### src/hdl/ffrm_pkg.sv
// Shared constants, register and mode codes, and control types for the frame transform engine.
package ffrm_pkg;

  // Default sizes of the frame store and pixels
  localparam int MAX_DIM_DEF    = 256;
  localparam int MAX_PIXELS_DEF = 65536;
  localparam int PIXEL_BITS_DEF = 32;

  // Fixed field and register widths
  localparam int PIX_FIELD_W = 32;
  localparam int CFG_W       = 9;
  localparam int IDX_W       = 2;
  localparam int MODE_W      = 3;

  // Configuration register indexes
  localparam logic [IDX_W-1:0] REG_WIDTH  = 2'd0;
  localparam logic [IDX_W-1:0] REG_HEIGHT = 2'd1;
  localparam logic [IDX_W-1:0] REG_MODE   = 2'd2;

  // Transform modes
  localparam logic [MODE_W-1:0] MODE_COPY   = 3'd0;
  localparam logic [MODE_W-1:0] MODE_ROT180 = 3'd1;
  localparam logic [MODE_W-1:0] MODE_CW     = 3'd2;
  localparam logic [MODE_W-1:0] MODE_CCW    = 3'd3;
  localparam logic [MODE_W-1:0] MODE_MIRROR = 3'd4;

  // Request function codes
  localparam logic FUNC_LOAD = 1'b0;
  localparam logic FUNC_EMIT = 1'b1;

  // Cycles the scan logic needs after reset or a register write
  localparam logic [1:0] SETTLE_CYCLES = 2'd2;

  // Store access control from the scan logic
  typedef struct packed {
    logic wr_en;
    logic rd_en;
    logic last;
  } mem_ctl_t;

endpackage

### src/hdl/ffrm_scan.sv
// Configuration registers, load pointer and incremental output scan address generator.
module ffrm_scan import ffrm_pkg::*; #(
  parameter int MAX_DIM    = MAX_DIM_DEF,
  parameter int MAX_PIXELS = MAX_PIXELS_DEF
) (
  input  logic                          clk,
  input  logic                          rst,
  input  logic                          cfg_we,
  input  logic [IDX_W-1:0]              cfg_index,
  input  logic [CFG_W-1:0]              cfg_data,
  input  logic                          go_load,
  input  logic                          go_emit,
  output logic                          busy,
  output mem_ctl_t                      ctl,
  output logic [$clog2(MAX_PIXELS)-1:0] addr
);

  localparam int DIM_W  = $clog2(MAX_DIM + 1);
  localparam int PROD_W = 2 * DIM_W;
  localparam int ADDR_W = $clog2(MAX_PIXELS);

  logic [CFG_W-1:0]  frame_width;
  logic [CFG_W-1:0]  frame_height;
  logic [MODE_W-1:0] transform_mode;
  logic [1:0]        settle;
  logic              cfg_hit;

  logic [DIM_W-1:0]  w_clamp, h_clamp;
  logic [MODE_W-1:0] mode_norm;

  logic [DIM_W-1:0]  w_r, h_r;
  logic [MODE_W-1:0] mode_r;
  logic [PROD_W-1:0] total_r;

  logic [PROD_W-1:0] w_ext, total_m1, start, row_step, col_step;
  logic [DIM_W-1:0]  ow_m1, oh_m1;
  logic              quarter;

  logic [PROD_W-1:0] load_index;
  logic [DIM_W-1:0]  out_row, out_col;
  logic [PROD_W-1:0] row_base, scan_addr, row_base_next;
  logic              col_last, row_last;

  // Register writes; any valid index restarts loading and scanning
  assign cfg_hit = cfg_we &&
                   (cfg_index == REG_WIDTH || cfg_index == REG_HEIGHT ||
                    cfg_index == REG_MODE);

  always_ff @(posedge clk) begin
    if (rst) begin
      frame_width    <= CFG_W'(1);
      frame_height   <= CFG_W'(1);
      transform_mode <= MODE_COPY;
    end else if (cfg_we) begin
      case (cfg_index)
        REG_WIDTH:  frame_width    <= cfg_data;
        REG_HEIGHT: frame_height   <= cfg_data;
        REG_MODE:   transform_mode <= cfg_data[MODE_W-1:0];
        default: ;
      endcase
    end
  end

  // Settle counter: derived values are registered, then the scan restarts
  always_ff @(posedge clk) begin
    if (rst || cfg_hit) begin
      settle <= SETTLE_CYCLES;
    end else if (settle != 2'd0) begin
      settle <= settle - 2'd1;
    end
  end

  assign busy = (settle != 2'd0);

  // Clamp dimensions, fold unknown modes onto copy
  always_comb begin
    if (frame_width == '0) begin
      w_clamp = DIM_W'(1);
    end else if (32'(frame_width) > MAX_DIM) begin
      w_clamp = DIM_W'(MAX_DIM);
    end else begin
      w_clamp = DIM_W'(frame_width);
    end
    if (frame_height == '0) begin
      h_clamp = DIM_W'(1);
    end else if (32'(frame_height) > MAX_DIM) begin
      h_clamp = DIM_W'(MAX_DIM);
    end else begin
      h_clamp = DIM_W'(frame_height);
    end
    mode_norm = (transform_mode inside {[MODE_COPY:MODE_MIRROR]}) ? transform_mode : MODE_COPY;
  end

  // Derived geometry, one multiply per update
  always_ff @(posedge clk) begin
    w_r     <= w_clamp;
    h_r     <= h_clamp;
    mode_r  <= mode_norm;
    total_r <= PROD_W'(w_clamp) * PROD_W'(h_clamp);
  end

  // Scan start, step to the next row start and step along a row
  always_comb begin
    w_ext    = PROD_W'(w_r);
    total_m1 = total_r - PROD_W'(1);
    quarter  = (mode_r == MODE_CW) || (mode_r == MODE_CCW);
    ow_m1    = quarter ? h_r - DIM_W'(1) : w_r - DIM_W'(1);
    oh_m1    = quarter ? w_r - DIM_W'(1) : h_r - DIM_W'(1);
    case (mode_r)
      MODE_ROT180: begin
        start    = total_m1;
        row_step = -w_ext;
        col_step = -PROD_W'(1);
      end
      MODE_CW: begin
        start    = total_r - w_ext;
        row_step = PROD_W'(1);
        col_step = -w_ext;
      end
      MODE_CCW: begin
        start    = w_ext - PROD_W'(1);
        row_step = -PROD_W'(1);
        col_step = w_ext;
      end
      MODE_MIRROR: begin
        start    = w_ext - PROD_W'(1);
        row_step = w_ext;
        col_step = -PROD_W'(1);
      end
      default: begin
        start    = '0;
        row_step = w_ext;
        col_step = PROD_W'(1);
      end
    endcase
  end

  assign col_last      = (out_col == ow_m1);
  assign row_last      = (out_row == oh_m1);
  assign row_base_next = row_base + row_step;

  // Load pointer and output scan counters
  always_ff @(posedge clk) begin
    if (rst) begin
      load_index <= '0;
      out_row    <= '0;
      out_col    <= '0;
      row_base   <= '0;
      scan_addr  <= '0;
    end else if (busy) begin
      load_index <= '0;
      out_row    <= '0;
      out_col    <= '0;
      row_base   <= start;
      scan_addr  <= start;
    end else begin
      if (go_load) begin
        load_index <= (load_index == total_m1) ? '0 : load_index + PROD_W'(1);
      end
      if (go_emit) begin
        if (col_last) begin
          out_col <= '0;
          if (row_last) begin
            out_row   <= '0;
            row_base  <= start;
            scan_addr <= start;
          end else begin
            out_row   <= out_row + DIM_W'(1);
            row_base  <= row_base_next;
            scan_addr <= row_base_next;
          end
        end else begin
          out_col   <= out_col + DIM_W'(1);
          scan_addr <= scan_addr + col_step;
        end
      end
    end
  end

  // Store access
  always_comb begin
    ctl.wr_en = go_load;
    ctl.rd_en = go_emit;
    ctl.last  = col_last && row_last;
    addr      = go_load ? ADDR_W'(load_index) : ADDR_W'(scan_addr);
  end

  a_cfg_restart: assert property (@(posedge clk) disable iff (rst)
    cfg_hit |=> busy)
    else $error("register write did not hold off requests");

  a_load_range: assert property (@(posedge clk) disable iff (rst)
    !busy |-> (load_index <= total_m1))
    else $error("load pointer beyond frame");

  a_scan_range: assert property (@(posedge clk) disable iff (rst)
    !busy |-> (out_col <= ow_m1 && out_row <= oh_m1))
    else $error("output scan beyond frame");

  a_frame_wrap: assert property (@(posedge clk) disable iff (rst)
    (go_emit && ctl.last && !busy) |=>
      (out_row == '0 && out_col == '0 && scan_addr == start))
    else $error("scan did not return to frame start");

endmodule

### config.mk
export PLATFORM = sky130hd
export DESIGN_NAME = ffrm_scan
export DESIGN_NICKNAME = d
export VERILOG_FILES = /design/src/hdl/ffrm_pkg.sv /design/src/hdl/ffrm_scan.sv
export SDC_FILE = /design/constraint.sdc
export NUM_CORES = 1
export LEC_CHECK = 0
export ABC_AREA = 1
export BUFFER_PORTS_ARGS = -buffer_cell sky130_fd_sc_hd__buf_4
export CAP_MARGIN = 20
export CORE_ASPECT_RATIO = 1.1
export CORE_MARGIN = 5
export CORE_UTILIZATION = 28
export DETAILED_ROUTE_END_ITERATION = 8
export PLACE_DENSITY = 0.45
export SETUP_SLACK_MARGIN = 0.1
export SYNTH_ARGS = -nofsm -noshare
export SYNTH_HDL_FRONTEND = slang
export SYNTH_SLANG_ARGS = --single-unit
export TNS_END_PERCENT = 20
### constraint.sdc
create_clock -name clk -period 5.8 [get_ports clk]
set_input_delay 1.16 -clock clk [delete_from_list [all_inputs] [get_ports clk]]
set_output_delay 1.16 -clock clk [all_outputs]
set_load 0.1 [all_outputs]
Word level (Yosys, flattened, before mapping)
Cells that the tools add are included.
Storage, ports and cells
  latch bits: 0
  memory bits (read-only): 0
  flip-flop bits (word level): 134
  input bits: 16
  memories: 0
  RAM bits: 0
Cells by class
  shift operators: 0
  magnitude comparators: 4
  eq/ne operators: 9
  div/mod/pow operators: 0
  reduce and logical (&&, ||, !) cells: 21
  multiplexer cells: 20
  $add $sub $neg: 12
  multiply operators: 1
  bitwise operators: 0
Operator list (count)
  18-bit one-hot mux with 3 select lines: 3
  18-bit 2-to-1 mux: 8
  9-bit 2-to-1 mux: 8
  18-bit adder: 2
  18-bit by 1-bit adder with 18-bit output, second input constant: 1
  9-bit by 1-bit adder with 9-bit output, second input constant: 2
  18-bit == test: 1
  9-bit == test: 2
  9-bit greater-than comparator, second input constant: 2
  9-bit zero test: 2
  9-bit by 9-bit multiplier with 18-bit output: 1
  9-bit negation with 18-bit output: 1
  18-bit by 1-bit subtractor with 18-bit output, second input constant: 1
  18-bit by 9-bit subtractor with 18-bit output: 1
  9-bit by 1-bit subtractor with 9-bit output, second input constant: 2
  16-bit 2-to-1 mux: 1
  2-bit AND reduction: 5
  9-bit by 1-bit subtractor with 10-bit output, second input constant: 1
  3-bit by 2-bit == test with 1-bit output, second input constant: 2
  2-bit nonzero test: 3
  2-bit OR reduction: 3
  1-bit logical OR: 4
  3-bit by 1-bit == test with 1-bit output, second input constant: 1
  3-bit == test, second input constant: 1
  other kinds (7): 9

Longest topological paths before layout
  depth in word-level cells: 8
  depth in mapped cells: 27
  mapped depth without buffers: 27

Least setup slack after synthesis
OpenSTA, ideal clock, no wires.
  path type: reg-to-reg
  start: register frame_height[0]
  end: register total_r[15]
  stages on the path, launching flop included: 24
  arrival: 4670 ps
  setup slack: 1010 ps
  cell sequence: dfxtp_1 -> nor4_1 -> a21oi_1 -> inv_1 -> nand2_1 -> inv_1 -> nand2_1 -> fa_1 -> fa_1 -> inv_1 -> fa_1 -> inv_1 -> fa_1 -> inv_1 -> ha_1 -> a21oi_1 -> inv_1 -> a31oi_1 -> o21ai_0 -> a21oi_1 -> o21bai_1 -> nand2_1 -> nand2_1 -> xor2_1
On the way
  longest elaborated chain between the ends: 4
  elaborated cells between the ends (all ways): 5
  classes of those cells: mul (1); order compare (1); mux (2); reduce/logical (1)
RTL lines
  start: declaration: line ffrm_scan.sv:23  | logic [CFG_W-1:0] frame_height;
  start signal: assignment: line ffrm_scan.sv:57  | REG_HEIGHT: frame_height <= cfg_data;
  9-bit greater-than comparator: line ffrm_scan.sv:86  | end else if (32'(frame_height) > MAX_DIM) begin
  9-bit 2-to-1 mux: line ffrm_scan.sv:86
  9-bit 2-to-1 mux (*): line ffrm_scan.sv:84  | if (frame_height == '0) begin
  via h_clamp[6]: line ffrm_scan.sv:28  | logic [DIM_W-1:0] w_clamp, h_clamp;
  9-bit by 9-bit multiplier with 18-bit output (*): line ffrm_scan.sv:99  | total_r <= PROD_W'(w_clamp) * PROD_W'(h_clamp);
  end signal: assignment: line ffrm_scan.sv:99
  end: declaration: line ffrm_scan.sv:33  | logic [PROD_W-1:0] total_r;
Mark *: on every way through the listed nets, which the timed path passes. The rest lies on a longest branch.
A chain may end at the register's enable or synchronous reset.

Worst setup path in the final report
  start: register frame_height[4]
  end: register total_r[15]
The elaborated chain is that of the path after synthesis.

==> summary.txt <==
Status
  – Outcome: complete, no violations

Routing
  – Drt total wl: between 40 and 50 mm
  – WL/cell: 16.87 um
  – DR pass1 iterations: 5
  – Remaining DRCs: 0
  – 1st-iter DRT viols: approximately 760
  – ANT nets after route: 0
  – Vias per cell: 4.857
  – Via Count: 12.46k

Placement
  – GPL Wtd Cong: 0.8964
  – DP HPWL: roughly 35 mm
  – IO Port Bufs: 35

Global routing
  – Largest net degree at the start of global routing: 36
  – Vias in the first global route: 12.37k
  – Total gr overflow: 0
  – Initial antenna violation count: 0
  – First-pass GRT wire length: 68.41 mm
  – Tot GR Track Use: 17.91%

Floorplanning
  – Die ar.: 0.04911 sq mm
  – Top Ports: 36
  – Initial Utilization: 28.24%
  – Die width: ~210 um
  – Die span in y: 231.9 um
  – Core region area: 0.04439 sq mm
  – Row count: 81

Power and ir drop
  – Worst VDD drop: between 150 and 200 uV
  – P per Cell Area: 236.6 mW/mm^2
  – Leakage: 6.841 nW
  – Pwr Total: 0.003303 W

Clock network
  – Root buffer cell: clkbuf_16
  – Later-pin clock latency in the skew report: 0.47 ns
  – Postcts setup bufs: 0
  – Clock sinks: between 100 and 150
  – Clock Tree Buf Depth: 2
  – TritonCTS buffer count: 17
  – CTS H-tree lvls: 4
  – CTS tree: yes
  – Clock transition at the registers of the reported paths: 0.07 ns

STA
  – Period minus WS final: 5.325 ns
  – Fmax: around 190 MHz
  – Max-slew violations: 0
  – Period utilization: 91.81%
  – Worst-Margin Slew: roughly 0.94 ns
  – Final setup fails: 0
  – Final-report hold violation count: 0
  – Slew Limit Headroom: 37.15%
  – RSZ-0062 raised after global routing: false
  – Clk_skew: 0.01600 ns
  – Setup_tns: 0 ns

Worst setup path
  – R2R Setup Slk: 0.48 ns
  – Worst R2R Start: frame_height[4]
  – Worst EP required: between 6 and 7 ns
  – Reg2Reg Depth: 23
  – CP most frequent cell: inv_1
  – Arr. time, crit path: about 5.7 ns
  – Slowest CP cell: fa_1
  – WS Path Type: reg2reg
  – Crit start category: register
  – Worst path max stage delay: ~0.57 ns
  – Reg-to-reg endpoint: total_r[15]
  – Setup crit end kind: register
  – CP Cell Sequence: nor4_1, a21oi_1, inv_1, nand2_2, inv_1, nand2_1, fa_1, fa_1, inv_1, fa_1, inv_1, fa_1, inv_1, ha_1, a21oi_1, inv_1, a31oi_1, o21ai_0, a21oi_1, o21bai_1, nand2_1, nand2_1, xor2_1
  – Crit-path max FO: 8

Finish
  – Nets: ~2.1k
  – Antenna diode count: 0
  – Layout cells sized above 1: 6.045%
  – Layout area overhead: 11.39%

Yosys
  – Post-Syn Instances: about 2.0k
  – Synth warnings: 0
  – Main synth FF type: dfxtp_1
  – FFs w/ async S/R, synth: 0%
  – Post-synth EDFFs: 0
  – Syn avg cell area: ~6.4 sq um
  – Synth Register Bits: 130
  – Syn nets: 2108
  – Post-synthesis sequential area ratio: 20.76%
  – Synthesized area: 0.01254 sq mm
  – Number of distinct library cells after synthesis: 48

Hold path
  – Hold Path Sink: w_r[8]
  – Worst hold stages: 0
  – Hold_sp: frame_width[8]
  – Hold Path Class: reg2reg

Flow run
  – Maxcap violations: 0
-- report_power, final --
part	leakage (nW)	switching [W]	internal, W
registers	1.06	0.0000583	0.000941
clock network	0.292	0.000489	0.000644
logic	5.49	0.000823	0.000348
total	6.84	0.00137	0.00193
-- through the flow --
step | hold WS (ns) | worst slack (ns) | instances | utilization [%] | cell area, sq um
final | 0.4113 | 0.4751 | 2566 | 31.46 | 13960
after global routing | 0.4346 | 0.1353 | 2566 | 31.46 | 13960
after CTS | 0.4147 | 0.3227 | 2566 | 31.44 | 13960
after detailed placement | 0.4045 | 0.3913 | 2534 | 30.10 | 13360
after global placement | 0.4051 | 0.4754 | 2534 | 30.10 | 13360
after floorplan | 0.4132 | 1.010 | 1955 | - | 12540
-- layout by cell type, fill, tap and decap left out, drive strengths merged --
cell,count
a21boi,2
a21o,2
a21oi,100
a221oi,1
a22oi,23
a31oi,5
and2,5
and3,2
buf,43
bufinv,2
clkbuf,18
clkinv,11
dfxtp,130
fa,53
ha,84
inv,298
nand2,495
nand3,203
nand3b,9
nand4,24
nor2,244
nor3,22
nor3b,2
nor4,8
o2111ai,2
o211ai,5
o21ai,93
o21bai,8
o221ai,9
o31ai,2
or2,7
or3,1
xnor2,21
xor2,51
-- kinds of logic after synthesis --
logic type / count (synthesis) / synth area share, %
adder cells (fa/ha/maj): 137 / 16.85
XOR/XNOR: 72 / 5.030
flip-flops: 130 / 20.76
buffers and inverters: 342 / 10.68
AO/OA/AOI/OAI: 252 / 11.46
AND/OR/NAND/NOR: 1022 / 35.22
-- synth_stat cells (3+ instances only) --
cell | instances | area (sq um)
nand2_1 | 491 | 1843
inv_1 | 282 | 1059
nor2_1 | 233 | 874.6
nand3_1 | 196 | 980.9
dfxtp_1 | 130 | 2603
a21oi_1 | 96 | 480.5
o21ai_0 | 87 | 435.4
ha_1 | 84 | 1051
fa_1 | 53 | 1061
xor2_1 | 51 | 446.7
clkbuf_1 | 26 | 97.59
nand4_1 | 24 | 150.1
a22oi_1 | 23 | 172.7
nor3_1 | 22 | 110.1
xnor2_1 | 21 | 183.9
buf_2 | 11 | 55.05
nand3b_1 | 9 | 67.56
o221ai_1 | 9 | 78.83
inv_2 | 8 | 30.03
nor4_1 | 8 | 50.05
o21bai_1 | 8 | 60.06
clkinv_1 | 7 | 26.28
or2_2 | 6 | 37.54
a31oi_1 | 5 | 31.28
and2_1 | 5 | 31.28
nor2_2 | 5 | 31.28
nor2_4 | 5 | 56.30
o211ai_1 | 5 | 37.54
o21ai_1 | 5 | 25.02
a21oi_2 | 4 | 35.03
buf_6 | 4 | 45.04
nand3_2 | 4 | 40.04
buf_4 | 3 | 22.52
nand2_2 | 3 | 18.77
nand3_4 | 3 | 52.55
-- state kept, by name (all words and copies together) (netlist names), 3 cells and up --
register	count
total_r	18
load_index	18
out_row	9
mode_r	3
scan_addr	16
frame_width	9
w_r	9
out_col	9
h_r	9
transform_mode	3
row_base	16
frame_height	9
-- area by class of cell --
type	instances	area (sq um)
clock buffers	18	429.2
inverters	297	1115
fillers	4979	30430
multi-input cells	1483	8602
flip-flops and latches	130	2603
clock inverters	14	165.2
repair buffers	43	322.8
well taps	581	726.9
-- worst max path at each step --
stage,startpoint,end,slack (ns),depth (start not counted)
after floorplan,frame_height[0],total_r[15],1.01,23
final,frame_height[4],total_r[15],0.48,23
after global placement,frame_height[4],total_r[15],0.48,23
after detailed placement,frame_height[0],total_r[15],0.39,23
after CTS,frame_height[4],total_r[15],0.32,23
after global routing,frame_width[0],total_r[15],0.14,25
-- worst max-delay path, delay by kind of cell (launching register included) --
| kind | cells | cell delay (ns) |
|---|---|---|
| adder cells (fa/ha/maj) | 5 | 2.42 |
| AND/OR/NAND/NOR | 5 | 0.79 |
| XOR/XNOR | 1 | 0.14 |
| buffers and inverters | 6 | 0.54 |
| flip-flops | 1 | 0.33 |
| AO/OA/AOI/OAI | 6 | 0.95 |
-- per-layer routing --
layer	vias up	global-route usage, %	wire length (um)	part of all wire, %
met2	232	30.20	20880	48
met5	-	0	0	0
met4	0	6.825	1332	3.1
met1	5848	23.05	19610	45
met3	65	2.702	1474	3.4
li1	6319	-	-	-
-- what timing repair did --
action	4_1_cts	5_1_grt
hold buffers	0	0
endpoints found under the setup margin	0	2
resized for setup	0	5
(Power assumes the default switching activity.)
